## src/rtl/srt_pkg.sv

```systemverilog
`timescale 1ns / 1ps
`default_nettype none
package srt_pkg;

    // Command codes
    localparam logic [1:0] CMD_INSERT = 2'd0;
    localparam logic [1:0] CMD_MODIFY = 2'd1;
    localparam logic [1:0] CMD_DELETE = 2'd2;

    // Status codes
    localparam logic [1:0] ST_OK      = 2'd0;
    localparam logic [1:0] ST_DUP     = 2'd1;
    localparam logic [1:0] ST_MISSING = 2'd2;
    localparam logic [1:0] ST_FULL    = 2'd3;

    // One stored record: key and three scores, 56 bits
    typedef struct packed {
        logic [31:0] key;
        logic [7:0]  score_one;
        logic [7:0]  score_two;
        logic [7:0]  score_three;
    } t_record;

    // Commands from the controller to the datapath
    typedef struct packed {
        logic       load_in;
        logic       search_en;
        logic       pos_take;
        logic       shift_up_init;
        logic       shift_down_init;
        logic       shift_en;
        logic       place_en;
        logic       count_inc;
        logic       count_dec;
        logic       load_out;
        logic [1:0] status;
    } t_dp_cmd;

    // Status from the datapath to the controller
    typedef struct packed {
        logic cmd_insert;
        logic cmd_modify;
        logic cmd_delete;
        logic hit_eq;
        logic hit_gt;
        logic exhausted;
        logic full;
        logic shift_done;
    } t_dp_status;

endpackage
`default_nettype wire

```

## src/rtl/srt_cmd_if.sv

```systemverilog
`timescale 1ns / 1ps
`default_nettype none
interface srt_cmd_if;
    logic        valid;
    logic        ready;
    logic [1:0]  command;
    logic [31:0] record_key;
    logic [7:0]  score_one;
    logic [7:0]  score_two;
    logic [7:0]  score_three;

    modport source (
        output valid, command, record_key, score_one, score_two, score_three,
        input  ready
    );
    modport sink (
        input  valid, command, record_key, score_one, score_two, score_three,
        output ready
    );
endinterface
`default_nettype wire

```

## src/rtl/srt_rsp_if.sv

```systemverilog
`timescale 1ns / 1ps
`default_nettype none
interface srt_rsp_if;
    logic       valid;
    logic       ready;
    logic [1:0] status;
    logic [5:0] position;
    logic [6:0] entry_count;

    modport source (
        output valid, status, position, entry_count,
        input  ready
    );
    modport sink (
        input  valid, status, position, entry_count,
        output ready
    );
endinterface
`default_nettype wire

```

## src/rtl/srt_datapath.sv

```systemverilog
`timescale 1ns / 1ps
`default_nettype none
module srt_datapath #(
    parameter int TABLE_DEPTH = 64
) (
    input  wire logic               i_clk,
    input  wire logic               i_rst_n,
    input  wire srt_pkg::t_dp_cmd   i_cmd,
    output srt_pkg::t_dp_status     o_st,
    input  wire logic [1:0]         i_command,
    input  wire logic [31:0]        i_record_key,
    input  wire logic [7:0]         i_score_one,
    input  wire logic [7:0]         i_score_two,
    input  wire logic [7:0]         i_score_three,
    output logic [1:0]              o_status,
    output logic [5:0]              o_position,
    output logic [6:0]              o_entry_count
);
    import srt_pkg::*;

    localparam int IW = (TABLE_DEPTH > 1) ? $clog2(TABLE_DEPTH) : 1;
    localparam int CW = $clog2(TABLE_DEPTH + 1);
    localparam logic [CW-1:0] DEPTH_C = CW'(TABLE_DEPTH);
    localparam logic [CW-1:0] ONE_C   = CW'(1);

    // Record memory, one read and one write port
    t_record r_mem [TABLE_DEPTH];
    t_record r_rd;

    // Captured command
    logic [1:0]    r_command;
    logic [31:0]   r_key;
    logic [7:0]    r_s1;
    logic [7:0]    r_s2;
    logic [7:0]    r_s3;

    logic [CW-1:0] r_count;
    logic [CW-1:0] r_pos;

    // Search pipeline
    logic [CW-1:0] r_idx;
    logic          r_rv;
    logic [IW-1:0] r_ridx;

    // Shift pipeline
    logic [CW-1:0] r_sidx;
    logic          r_sup;
    logic          r_wv;
    logic [IW-1:0] r_widx;

    // Result registers
    logic [1:0]    r_o_status;
    logic [CW-1:0] r_o_pos;
    logic [CW-1:0] r_o_count;

    logic          w_srch_issue;
    logic          w_shift_issue;
    logic [CW-1:0] w_limit;
    logic [CW-1:0] w_src;
    logic [CW-1:0] w_dst;
    logic          w_rd_en;
    logic [IW-1:0] w_rd_addr;
    logic          w_wr_en;
    logic [IW-1:0] w_wr_addr;
    t_record       w_wr_data;
    logic          w_eq;
    logic          w_gt;
    logic [CW-1:0] w_pos;

    // Compare the record read last cycle against the key
    assign w_eq  = r_rv && (r_rd.key == r_key);
    assign w_gt  = r_rv && (r_rd.key > r_key);
    assign w_pos = (w_eq || w_gt) ? CW'(r_ridx) : r_count;

    assign w_srch_issue = i_cmd.search_en && (r_idx < r_count);

    // Shift addressing: up moves entry s-1 to s, down moves entry s to s-1
    assign w_limit       = r_sup ? r_pos : r_count;
    assign w_shift_issue = i_cmd.shift_en && (r_sidx != w_limit);
    assign w_src         = r_sup ? (r_sidx - ONE_C) : r_sidx;
    assign w_dst         = r_sup ? r_sidx : (r_sidx - ONE_C);

    // Read port select
    always_comb begin
        w_rd_en   = w_srch_issue || w_shift_issue;
        w_rd_addr = w_shift_issue ? w_src[IW-1:0] : r_idx[IW-1:0];
    end

    // Write port select: shift write-back or record placement
    always_comb begin
        w_wr_en   = r_wv || i_cmd.place_en;
        w_wr_addr = r_wv ? r_widx : r_pos[IW-1:0];
        w_wr_data = r_wv ? r_rd : t_record'{key: r_key, score_one: r_s1,
                                             score_two: r_s2, score_three: r_s3};
    end

    // Memory access
    always_ff @(posedge i_clk) begin
        if (w_wr_en) begin
            r_mem[w_wr_addr] <= w_wr_data;
        end
        if (w_rd_en) begin
            r_rd <= r_mem[w_rd_addr];
        end
    end

    // Capture the transaction fields
    always_ff @(posedge i_clk) begin
        if (i_cmd.load_in) begin
            r_command <= i_command;
            r_key     <= i_record_key;
            r_s1      <= i_score_one;
            r_s2      <= i_score_two;
            r_s3      <= i_score_three;
        end
    end

    // Search index and read tracking
    always_ff @(posedge i_clk) begin
        if (!i_rst_n) begin
            r_rv  <= 1'b0;
            r_idx <= '0;
        end else begin
            r_rv <= w_srch_issue;
            if (i_cmd.load_in) begin
                r_idx <= '0;
            end else if (w_srch_issue) begin
                r_idx <= r_idx + ONE_C;
            end
        end
    end

    always_ff @(posedge i_clk) begin
        if (w_srch_issue) begin
            r_ridx <= r_idx[IW-1:0];
        end
        if (i_cmd.pos_take) begin
            r_pos <= w_pos;
        end
    end

    // Shift index and write-back tracking
    always_ff @(posedge i_clk) begin
        if (!i_rst_n) begin
            r_wv <= 1'b0;
        end else begin
            r_wv <= w_shift_issue;
        end
    end

    always_ff @(posedge i_clk) begin
        if (i_cmd.shift_up_init) begin
            r_sup  <= 1'b1;
            r_sidx <= r_count;
        end else if (i_cmd.shift_down_init) begin
            r_sup  <= 1'b0;
            r_sidx <= w_pos + ONE_C;
        end else if (w_shift_issue) begin
            r_sidx <= r_sup ? (r_sidx - ONE_C) : (r_sidx + ONE_C);
        end
        if (w_shift_issue) begin
            r_widx <= w_dst[IW-1:0];
        end
    end

    // Entry count
    always_ff @(posedge i_clk) begin
        if (!i_rst_n) begin
            r_count <= '0;
        end else if (i_cmd.count_inc) begin
            r_count <= r_count + ONE_C;
        end else if (i_cmd.count_dec) begin
            r_count <= r_count - ONE_C;
        end
    end

    // Result payload
    always_ff @(posedge i_clk) begin
        if (i_cmd.load_out) begin
            r_o_status <= i_cmd.status;
            r_o_pos    <= (i_cmd.status == ST_OK) ? r_pos : '0;
            r_o_count  <= r_count;
        end
    end

    assign o_status      = r_o_status;
    assign o_position    = 6'(32'(r_o_pos));
    assign o_entry_count = 7'(32'(r_o_count));

    // Status to the controller
    always_comb begin
        o_st.cmd_insert = (r_command == CMD_INSERT);
        o_st.cmd_modify = (r_command == CMD_MODIFY);
        o_st.cmd_delete = (r_command == CMD_DELETE);
        o_st.hit_eq     = w_eq;
        o_st.hit_gt     = w_gt;
        o_st.exhausted  = !r_rv && (r_idx == r_count);
        o_st.full       = (r_count >= DEPTH_C);
        o_st.shift_done = (r_sidx == w_limit) && !r_wv;
    end

endmodule
`default_nettype wire

```

## src/rtl/srt_controller.sv

```systemverilog
`timescale 1ns / 1ps
`default_nettype none
module srt_controller (
    input  wire logic                i_clk,
    input  wire logic                i_rst_n,
    input  wire logic                i_cmd_valid,
    output logic                     o_cmd_ready,
    output logic                     o_rsp_valid,
    input  wire logic                i_rsp_ready,
    input  wire srt_pkg::t_dp_status i_st,
    output srt_pkg::t_dp_cmd         o_dp
);
    import srt_pkg::*;

    localparam logic [2:0] S_IDLE   = 3'd0;
    localparam logic [2:0] S_SEARCH = 3'd1;
    localparam logic [2:0] S_SHIFT  = 3'd2;
    localparam logic [2:0] S_PLACE  = 3'd3;
    localparam logic [2:0] S_RESP   = 3'd4;

    logic [2:0] r_state;
    logic [2:0] n_state;
    logic [1:0] r_status;
    logic [1:0] n_status;
    logic       r_valid;
    logic       n_valid;

    assign o_cmd_ready = (r_state == S_IDLE);
    assign o_rsp_valid = r_valid;

    // Sequence one transaction: search, optional shift, optional placement, result
    always_comb begin
        n_state     = r_state;
        n_status    = r_status;
        n_valid     = r_valid && !i_rsp_ready;
        o_dp        = '0;
        o_dp.status = r_status;
        case (r_state)
            S_IDLE: begin
                if (i_cmd_valid) begin
                    o_dp.load_in = 1'b1;
                    n_state      = S_SEARCH;
                end
            end
            S_SEARCH: begin
                o_dp.search_en = 1'b1;
                if (i_st.cmd_insert) begin
                    if (i_st.hit_eq) begin
                        n_status = ST_DUP;
                        n_state  = S_RESP;
                    end else if (i_st.hit_gt || i_st.exhausted) begin
                        if (i_st.full) begin
                            n_status = ST_FULL;
                            n_state  = S_RESP;
                        end else begin
                            o_dp.pos_take      = 1'b1;
                            o_dp.shift_up_init = 1'b1;
                            n_state            = S_SHIFT;
                        end
                    end
                end else if (i_st.cmd_modify || i_st.cmd_delete) begin
                    if (i_st.hit_eq) begin
                        o_dp.pos_take = 1'b1;
                        if (i_st.cmd_delete) begin
                            o_dp.shift_down_init = 1'b1;
                            n_state              = S_SHIFT;
                        end else begin
                            n_state = S_PLACE;
                        end
                    end else if (i_st.hit_gt || i_st.exhausted) begin
                        n_status = ST_MISSING;
                        n_state  = S_RESP;
                    end
                end else begin
                    // Unused command code: report a missing key
                    n_status = ST_MISSING;
                    n_state  = S_RESP;
                end
            end
            S_SHIFT: begin
                o_dp.shift_en = 1'b1;
                if (i_st.shift_done) begin
                    if (i_st.cmd_insert) begin
                        n_state = S_PLACE;
                    end else begin
                        o_dp.count_dec = 1'b1;
                        n_status       = ST_OK;
                        n_state        = S_RESP;
                    end
                end
            end
            S_PLACE: begin
                o_dp.place_en  = 1'b1;
                o_dp.count_inc = i_st.cmd_insert;
                n_status       = ST_OK;
                n_state        = S_RESP;
            end
            S_RESP: begin
                // Hold until the result register is free
                if (!r_valid || i_rsp_ready) begin
                    o_dp.load_out = 1'b1;
                    n_valid       = 1'b1;
                    n_state       = S_IDLE;
                end
            end
            default: begin
                n_state = S_IDLE;
            end
        endcase
    end

    always_ff @(posedge i_clk) begin
        if (!i_rst_n) begin
            r_state  <= S_IDLE;
            r_status <= ST_OK;
            r_valid  <= 1'b0;
        end else begin
            r_state  <= n_state;
            r_status <= n_status;
            r_valid  <= n_valid;
        end
    end

endmodule
`default_nettype wire

```

## src/rtl/sorted_record_table_unit.sv

```systemverilog
`timescale 1ns / 1ps
`default_nettype none
// Sorted record table: holds up to TABLE_DEPTH records (32-bit key, three
// 8-bit scores) in ascending key order in a single-port-read, single-port-
// write memory. Each command transaction (insert, modify, delete) returns one
// result with status, position and the count after the command. One command
// is worked on at a time; a new command is taken while the previous result
// still waits in the output register. The memory reads and writes one record
// per cycle: a search reads the occupied entries up to the match or the
// first larger key, an insert or delete then moves each following record
// once, an insert or modify places the record, and the result is loaded
// into the output register once it is free of the previous result. The
// search stops where the shift starts. The memory needs no clearing after
// reset; the table starts empty.
module sorted_record_table_unit #(
    parameter int TABLE_DEPTH = 64
) (
    input  wire logic  i_clk,
    input  wire logic  i_rst_n,
    srt_cmd_if.sink    i_cmd,
    srt_rsp_if.source  o_rsp
);
    import srt_pkg::*;

    t_dp_cmd    w_dp_cmd;
    t_dp_status w_dp_st;
    logic       w_cmd_ready;
    logic       w_rsp_valid;
    logic [1:0] w_status;
    logic [5:0] w_position;
    logic [6:0] w_entry_count;

    srt_controller u_ctrl (
        .i_clk       (i_clk),
        .i_rst_n     (i_rst_n),
        .i_cmd_valid (i_cmd.valid),
        .o_cmd_ready (w_cmd_ready),
        .o_rsp_valid (w_rsp_valid),
        .i_rsp_ready (o_rsp.ready),
        .i_st        (w_dp_st),
        .o_dp        (w_dp_cmd)
    );

    srt_datapath #(
        .TABLE_DEPTH (TABLE_DEPTH)
    ) u_dp (
        .i_clk         (i_clk),
        .i_rst_n       (i_rst_n),
        .i_cmd         (w_dp_cmd),
        .o_st          (w_dp_st),
        .i_command     (i_cmd.command),
        .i_record_key  (i_cmd.record_key),
        .i_score_one   (i_cmd.score_one),
        .i_score_two   (i_cmd.score_two),
        .i_score_three (i_cmd.score_three),
        .o_status      (w_status),
        .o_position    (w_position),
        .o_entry_count (w_entry_count)
    );

    assign i_cmd.ready       = w_cmd_ready;
    assign o_rsp.valid       = w_rsp_valid;
    assign o_rsp.status      = w_status;
    assign o_rsp.position    = w_position;
    assign o_rsp.entry_count = w_entry_count;

endmodule
`default_nettype wire

```

## src/flat_wrapper.sv

```systemverilog
// flat-port wrapper written by rule: the top's interface ports become plain ports
module sorted_record_table_unit_flat import srt_pkg::*;
#(
    parameter int TABLE_DEPTH = 64
)
  (i_clk, i_rst_n, i_cmd_valid, i_cmd_command, i_cmd_record_key, i_cmd_score_one, i_cmd_score_two, i_cmd_score_three, i_cmd_ready, o_rsp_valid, o_rsp_status, o_rsp_position, o_rsp_entry_count, o_rsp_ready);
  srt_cmd_if i_cmd_i ();
  srt_rsp_if o_rsp_i ();
  input  wire logic i_clk;
  input  wire logic i_rst_n;
  input wire logic [$bits(i_cmd_i.valid)-1:0] i_cmd_valid;
  input wire logic [$bits(i_cmd_i.command)-1:0] i_cmd_command;
  input wire logic [$bits(i_cmd_i.record_key)-1:0] i_cmd_record_key;
  input wire logic [$bits(i_cmd_i.score_one)-1:0] i_cmd_score_one;
  input wire logic [$bits(i_cmd_i.score_two)-1:0] i_cmd_score_two;
  input wire logic [$bits(i_cmd_i.score_three)-1:0] i_cmd_score_three;
  output wire logic [$bits(i_cmd_i.ready)-1:0] i_cmd_ready;
  output wire logic [$bits(o_rsp_i.valid)-1:0] o_rsp_valid;
  output wire logic [$bits(o_rsp_i.status)-1:0] o_rsp_status;
  output wire logic [$bits(o_rsp_i.position)-1:0] o_rsp_position;
  output wire logic [$bits(o_rsp_i.entry_count)-1:0] o_rsp_entry_count;
  input wire logic [$bits(o_rsp_i.ready)-1:0] o_rsp_ready;
  assign i_cmd_i.valid = i_cmd_valid;
  assign i_cmd_i.command = i_cmd_command;
  assign i_cmd_i.record_key = i_cmd_record_key;
  assign i_cmd_i.score_one = i_cmd_score_one;
  assign i_cmd_i.score_two = i_cmd_score_two;
  assign i_cmd_i.score_three = i_cmd_score_three;
  assign i_cmd_ready = i_cmd_i.ready;
  assign o_rsp_valid = o_rsp_i.valid;
  assign o_rsp_status = o_rsp_i.status;
  assign o_rsp_position = o_rsp_i.position;
  assign o_rsp_entry_count = o_rsp_i.entry_count;
  assign o_rsp_i.ready = o_rsp_ready;
  sorted_record_table_unit #(.TABLE_DEPTH(TABLE_DEPTH)) u_core (.i_clk(i_clk), .i_rst_n(i_rst_n), .i_cmd(i_cmd_i), .o_rsp(o_rsp_i));
endmodule
```

## config.mk

```make
export PLATFORM = sky130hd
export DESIGN_NAME = sorted_record_table_unit_flat
export DESIGN_NICKNAME = d
export VERILOG_FILES = /design/src/rtl/srt_pkg.sv /design/src/rtl/srt_cmd_if.sv /design/src/rtl/srt_rsp_if.sv /design/src/rtl/srt_datapath.sv /design/src/rtl/srt_controller.sv /design/src/rtl/sorted_record_table_unit.sv /design/src/flat_wrapper.sv
export SDC_FILE = /design/constraint.sdc
export NUM_CORES = 2
export LEC_CHECK = 0
export BUFFER_PORTS_ARGS = -buffer_cell sky130_fd_sc_hd__buf_2
export CAP_MARGIN = 5
export CORE_MARGIN = 5
export CORE_UTILIZATION = 58
export DETAILED_ROUTE_END_ITERATION = 10
export HOLD_SLACK_MARGIN = 0.15
export PLACE_DENSITY = 0.74
export SKIP_CTS_REPAIR_TIMING = 1
export SLEW_MARGIN = 40
export SYNTH_ARGS = -nofsm -noshare
export SYNTH_HDL_FRONTEND = slang
export SYNTH_SLANG_ARGS = --single-unit
export TNS_END_PERCENT = 1
```

## constraint.sdc

```tcl
create_clock -name i_clk -period 5 [get_ports i_clk]
set_input_delay 0.75 -clock i_clk [delete_from_list [all_inputs] [get_ports i_clk]]
set_output_delay 0.75 -clock i_clk [all_outputs]
set_load 0.01 [all_outputs]
```

Word level (Yosys, flattened, before mapping)
Memories as Yosys holds them, arrays and structs flattened. A register that Yosys moved wholly into a read port is not among the register bits.
Index checks and enable logic that the tools add are counted.
{"block": "op_classes", "n_addsub": 6, "order_cmp": 3, "n_eq_ne": 18, "n_mux": 61, "n_bitwise": 1, "reduce_logical": 26}
{"operator": "two-way mux 56 bit", "count": 1}
{"operator": "two-way mux 7 bit", "count": 8}
{"operator": "two-way mux 3 bit", "count": 11}
{"operator": "== test 32 bit", "count": 1}
{"operator": "greater-than comparator 32 bit", "count": 1}
{"operator": "adder 7 x 1 -> 7 bit (second input constant)", "count": 4}
{"operator": "two-way mux 2 bit", "count": 13}
{"operator": "two-way mux 6 bit", "count": 4}
{"operator": "two-way mux 1 bit", "count": 21}
{"operator": "inequality test 4 bit (second input constant)", "count": 4}
{"operator": "one-hot mux 3 bit (5 select lines)", "count": 1}
{"operator": "== test 7 bit", "count": 2}
{"operator": "subtractor 7 x 1 -> 7 bit (second input constant)", "count": 2}
{"operator": "inequality test 2 bit (second input constant)", "count": 4}
{"operator": ">= comparator 7 bit (second input constant)", "count": 1}
{"operator": "logical AND 1 bit", "count": 7}
{"operator": "< comparator 7 bit", "count": 1}
{"operator": "inequality test 7 bit", "count": 1}
{"operator": "AND reduction 7 bit", "count": 1}
{"operator": "== test 3 x 2 -> 1 bit (second input constant)", "count": 2}
{"operator": "logical OR 1 bit", "count": 6}
{"operator": "one-hot mux 2 bit (3 select lines)", "count": 1}
{"operator": "nonzero test 3 bit", "count": 2}
{"operator": "AND reduction 5 bit", "count": 1}
{"operator": "other kinds (11)", "count": 15}
{"block": "totals", "register_bits": 122, "ram_bits": 3584, "inputBits": 62, "output_inout_bits": 17, "word_cells": 136, "mem_count": 1}
{"name": "u_core.u_dp.r_mem", "words": 64, "width": 56, "rd": 1, "rd_clocked_by_memory_dff": 1, "write_ports": 1, "line_no": "srt_datapath.sv:27", "text": "t_record r_mem [TABLE_DEPTH];"}

Depth between registers and ports, before layout
{"block": "depth", "word_depth": 9, "ltp_mapped": 19, "depth_no_buf": 17}

Cells and area by module
Synthesis repeated with hierarchy kept, for this count alone.
{"block": "hier_totals", "cells_unflattened": 4415, "area_unflattened_um2": 84753.8}
{"module": "srt_datapath", "n_inst": 1, "cells_per_inst": 4352, "area_per_inst_um2": 84229.5, "seq_area_each_um2": 65052.4}
{"module": "srt_controller", "n_inst": 1, "cells_per_inst": 63, "area_per_inst_um2": 524.3, "seq_area_each_um2": 120.1}

Least setup slack after synthesis
No wires, ideal clock.
{"block": "synth_timing", "path_kind": "reg-to-reg", "from": "register u_core.u_dp.r_wv", "to": "memory u_core.u_dp.r_mem[0][25] in the netlist's numbering, data pin", "setup_time_ns": 0.702, "t_arrival_ns": 3.602, "required_ns": 4.298, "slack_ns": 0.696, "stages_incl_launch_ff": 6, "n_path_buf": 4, "synth_period_minus_slack_ns": 4.304, "path_cell_list": "dfxtp_1 > clkbuf_1 > clkbuf_1 > clkbuf_1 > clkbuf_1 > o21ai_0"}
{"item": "start: declaration", "line_no": "srt_datapath.sv:48", "text": "logic r_wv;"}
{"item": "start signal: assignment", "line_no": "srt_datapath.sv:147", "text": "r_wv <= w_shift_issue;"}
{"item": "end: declaration", "line_no": "srt_datapath.sv:27"}

Final worst setup path
{"block": "layout_timing", "from": "register u_core.u_dp.r_sup", "to": "register u_core.u_dp.r_rd[24] (netlist name)"}
{"block": "layout_between", "elab_chain_cells": 4, "word_cells_on_any_way": 6, "classes_between": "1 x eq/ne; 3 x mux; 2 x reduce/logical"}
{"item": "start: declaration", "line_no": "srt_datapath.sv:47", "text": "logic r_sup;"}
{"item": "start signal: assignment", "line_no": "srt_datapath.sv:153", "text": "r_sup <= 1'b1;"}
{"item": "start signal: assignment", "line_no": "srt_datapath.sv:156", "text": "r_sup <= 1'b0;"}
{"item": "two-way mux 7 bit", "line_no": "srt_datapath.sv:78", "text": "assign w_limit = r_sup ? r_pos : r_count;"}
{"item": "inequality test 7 bit", "line_no": "srt_datapath.sv:79", "text": "assign w_shift_issue = i_cmd.shift_en && (r_sidx != w_limit);"}
{"item": "logical AND 1 bit", "line_no": "srt_datapath.sv:79"}
{"item": "two-way mux 6 bit / logical OR 1 bit (equally long branches)", "line_no": "srt_datapath.sv:86, srt_datapath.sv:85"}
Several ways; a longest one is shown, not always the timed one.
A chain may end at the register's enable or synchronous reset.

==> impl_metrics.py <==
metrics = {
    "power": {
        "power_density_nw_per_um2": 396,
        "ir_drop_v": 0.000367,
        "power.leakage_nw": 35.5,
    },
    "detailed_routing": {
        "num_vias": 51100,
        "first_pass_iters": 8,
        "drtAntennaViolNets": 0,
        "wirelength_um": 228000,
        "viasPerCell": 6.44,
        "wl_per_cell_um": 28.7,
        "drc_errors": 0,
        "drtIter0Drc": 7232,
    },
    "floorplan": {
        "die_area_um2": 156000,
        "coreArea_um2": 147000,
        "ios": 79,
        "start_util_pct": 58.3,
        "die_x_um": 395,
        "die_h_um": 395,
        "num_rows": 141,
    },
    "logic_synthesis": {
        "syn_area_per_cell_um2": 15.5,
        "synth.cell_area_um2": 86000,
        "synthCells": 5546,
        "synth-adder-area-share_pct": 0.780,
        "synth.net_count": 5661,
        "yosys_warnings": 0,
        "async_flop_share_pct": 0,
        "synth_ff_type": "edfxtp_1",
        "synth_seq_area_share_pct": 75.8,
        "yosys.area_share.simple_pct": 8.48,
        "synth.area.mux_share_pct": 7.00,
        "synth_xor_area_share_pct": 0.387,
        "yosysMostFrequentCell": "edfxtp_1",
        "synth_common_cells": "2155 x edfxtp_1, 841 x nand2_1, 589 x mux2i_1",
        "synth_top_family_by_area": "simple AND/OR/NAND/NOR gates",
        "ys_seq_elements": 2178,
        "ys_types": 63,
        "synth.area.top_cells": "edfxtp_1 75%, mux2i_1 6.9%, nand2_1 3.7%",
        "synth_top_area_cell": "edfxtp_1",
        "synth_compound_area_share_pct": 5.48,
        "synth_top_area_share_pct": 75.3,
        "synth_edf_count": 2155,
    },
    "global_routing": {
        "grt_pass1_wl_um": 327000,
        "grt_max_degree": 189,
        "antenna_found_initial": 19,
        "grt_overflow_total": 0,
        "first_global_vias": 49700,
        "grt_use_total_pct": 28.6,
    },
    "clock_tree": {
        "cts_tree": "yes",
        "clk_pin_slew_worst_paths_ns": 0.06,
        "cts-root-buf": "clkbuf_16",
        "cts_sinks": 2178,
        "numCtsBuffers": 207,
        "clk_latency_ns": 0.84,
        "h-tree-depth": 4,
        "cts_buffer_depth": 3,
    },
    "placement": {
        "place_ws_ns": 0.338,
        "port_buffers": 54,
        "dpl.hpwl_um": 125000,
        "placed_area_um2": 90900,
        "place.gp.congestion": 0.917,
    },
    "cells_and_area": {
        "multi_input_area_um2": 20000,
        "area_growth_pct": 13.8,
        "num-fill-cells": 9627,
        "seqCellArea_um2": 65200,
        "drive_gt1_share_pct": 12.9,
        "nets": 5940,
        "final_core_util_pct": 66.4,
        "design_area_um2": 97900,
    },
    "sta": {
        "finalClockSkew_ns": 0.0527,
        "final_hold_viol_count": 0,
        "finalWorstSetupSlack_ns": 0.336,
        "tightest_slew_ns": 0.936,
        "setup_tns_ns": 0,
        "setup_viol_count_final": 0,
        "period_minus_slack_ns": 4.66,
        "slew_viol_final": 0,
        "fmax_mhz": 214,
        "period_share_pct": 93.3,
        "slew_headroom_pct": 37.6,
        "rsz0062_at_grt": "false",
    },
    "setup_path": {
        "worstSetupPathType": "reg2reg",
        "worstPathArrival_ns": 5.22,
        "cp_cell_sequence": "buf_4 -> mux2i_1 -> xnor2_1 -> nor3_2 -> a21oi_2 -> buf_4 -> mux2_4 -> nand4_1 -> buf_12 -> o22ai_1 -> nor4_1 -> nand4_1 -> nand4b_1",
        "path_buf_inv": 3,
        "critical-path-top-delay-family": "simple AND/OR/NAND/NOR gates",
        "path_max_fanout": 32,
        "start_kind": "flip-flop",
        "end_kind": "flip-flop",
        "required_ns": 5.56,
        "crit_path_max_incr_delay_ns": 0.77,
        "slowest_stage": "nor4_1",
    },
    "status": {
        "status": "complete, no violations",
    },
    "min_path": {
        "hold_class": "in2reg",
    },
    "run": {
        "max-cap-violations": 0,
    },
}
-- power breakdown --
part / switching, mW / total, mW / internal, mW
clock network: 6.51 / 14.8 / 8.27
logic: 2.26 / 3.16 / 0.903
registers: 0.0942 / 20.8 / 20.7
-- cell families after synthesis --
group | count (synthesis)
flip-flops | 2178
buffers and inverters | 390
XOR/XNOR | 38
adder cells (fa/ha/maj) | 53
multiplexers | 598
AND/OR/NAND/NOR | 1586
AO/OA/AOI/OAI | 703
-- cells in the final DEF (no fill, tap or decap), types with 28 or more instances in the layout --
cell,instances
a211oi_1,65
a21oi_1,28
a221oi_1,31
a311oi_1,65
a31oi_1,70
and3_1,137
buf_12,44
buf_2,54
buf_4,259
clkbuf_1,49
clkbuf_16,209
clkinv_1,56
clkinv_2,31
dlygate4sd3_1,34
edfxtp_1,2155
ha_1,52
inv_1,56
mux2i_1,588
nand2_1,840
nand3_1,272
nand4_1,63
nand4b_1,31
nor2_1,48
nor2_4,66
nor4_1,67
o2111ai_1,31
o21ai_0,67
o21ai_4,31
o22ai_1,258
-- registers in the layout, summed over array words and instances, names as in the netlist --
register                   count
u_core.u_dp.r_sup              1
u_core.u_dp.r_ridx             6
u_core.u_dp.o_status           2
u_core.u_dp.r_wv               1
u_core.u_dp.r_key             32
u_core.u_ctrl.r_state          3
u_core.u_dp.r_pos              7
u_core.u_dp.r_idx              7
u_core.u_dp.r_sidx             7
u_core.u_dp.r_command          2
u_core.u_dp.r_widx             6
u_core.u_ctrl.r_status         2
u_core.u_dp.r_o_pos            6
u_core.u_dp.o_entry_count      7
u_core.u_ctrl.o_rsp_valid      1
u_core.u_dp.r_rv               1
u_core.u_dp.r_count            7
u_core.u_dp.r_mem           2048
u_core.u_dp.r_rd              32
-- layout make-up --
type | instances | share of cell area, %
Sequential cell | 2178 | 66.6
Timing Repair Buffer | 404 | 3.79
Tap cell | 1930 | 2.47
Clock inverter | 117 | 0.969
Antenna cell | 4 | 0.0102
Clock buffer | 258 | 5.53
Inverter | 56 | 0.215
Multi-Input combinational cell | 2978 | 20.4
-- per-layer routing --
layer / up-vias / track usage, % / routed length [µm]
met3: 519 / 6.24 / 26400
met5: - / 0 / 108
met1: 25300 / 38.1 / 82600
met4: 16 / 14.4 / 12500
met2: 3082 / 44.9 / 106000
li1: 22100 / - / -
-- final timing paths --
check / startpoint / endpoint / slack (ns) / depth (start not counted)
setup / recovery: u_core.u_dp.r_sup / u_core.u_dp.r_rd[24] / 0.34 / 13
hold / removal: i_rst_n / u_core.u_ctrl.r_status[1] / 0.27 / 3
hold reg to reg: u_core.u_ctrl.r_status[1] / u_core.u_ctrl.r_status[1] / 0.53 / 2
setup reg to reg: u_core.u_dp.r_sup / u_core.u_dp.r_rd[24] / 0.34 / 13
-- tightest hold or removal path: cells and delay by family --
family	cells	cell delay, ns
buffers and inverters	1	0.14
AND/OR/NAND/NOR	1	0.08
multiplexers	1	0.06
-- metrics by stage --
step,power (mW),hold WS [ns],instances
after floorplan,23.0,0.462,5546
after global placement,24.1,0.496,7489
after detailed placement,24.3,0.517,7496
after CTS,38.8,0.0536,7871
after global routing,39.9,0.257,7922
final,38.8,0.268,7925
(Power assumes the default switching activity.)
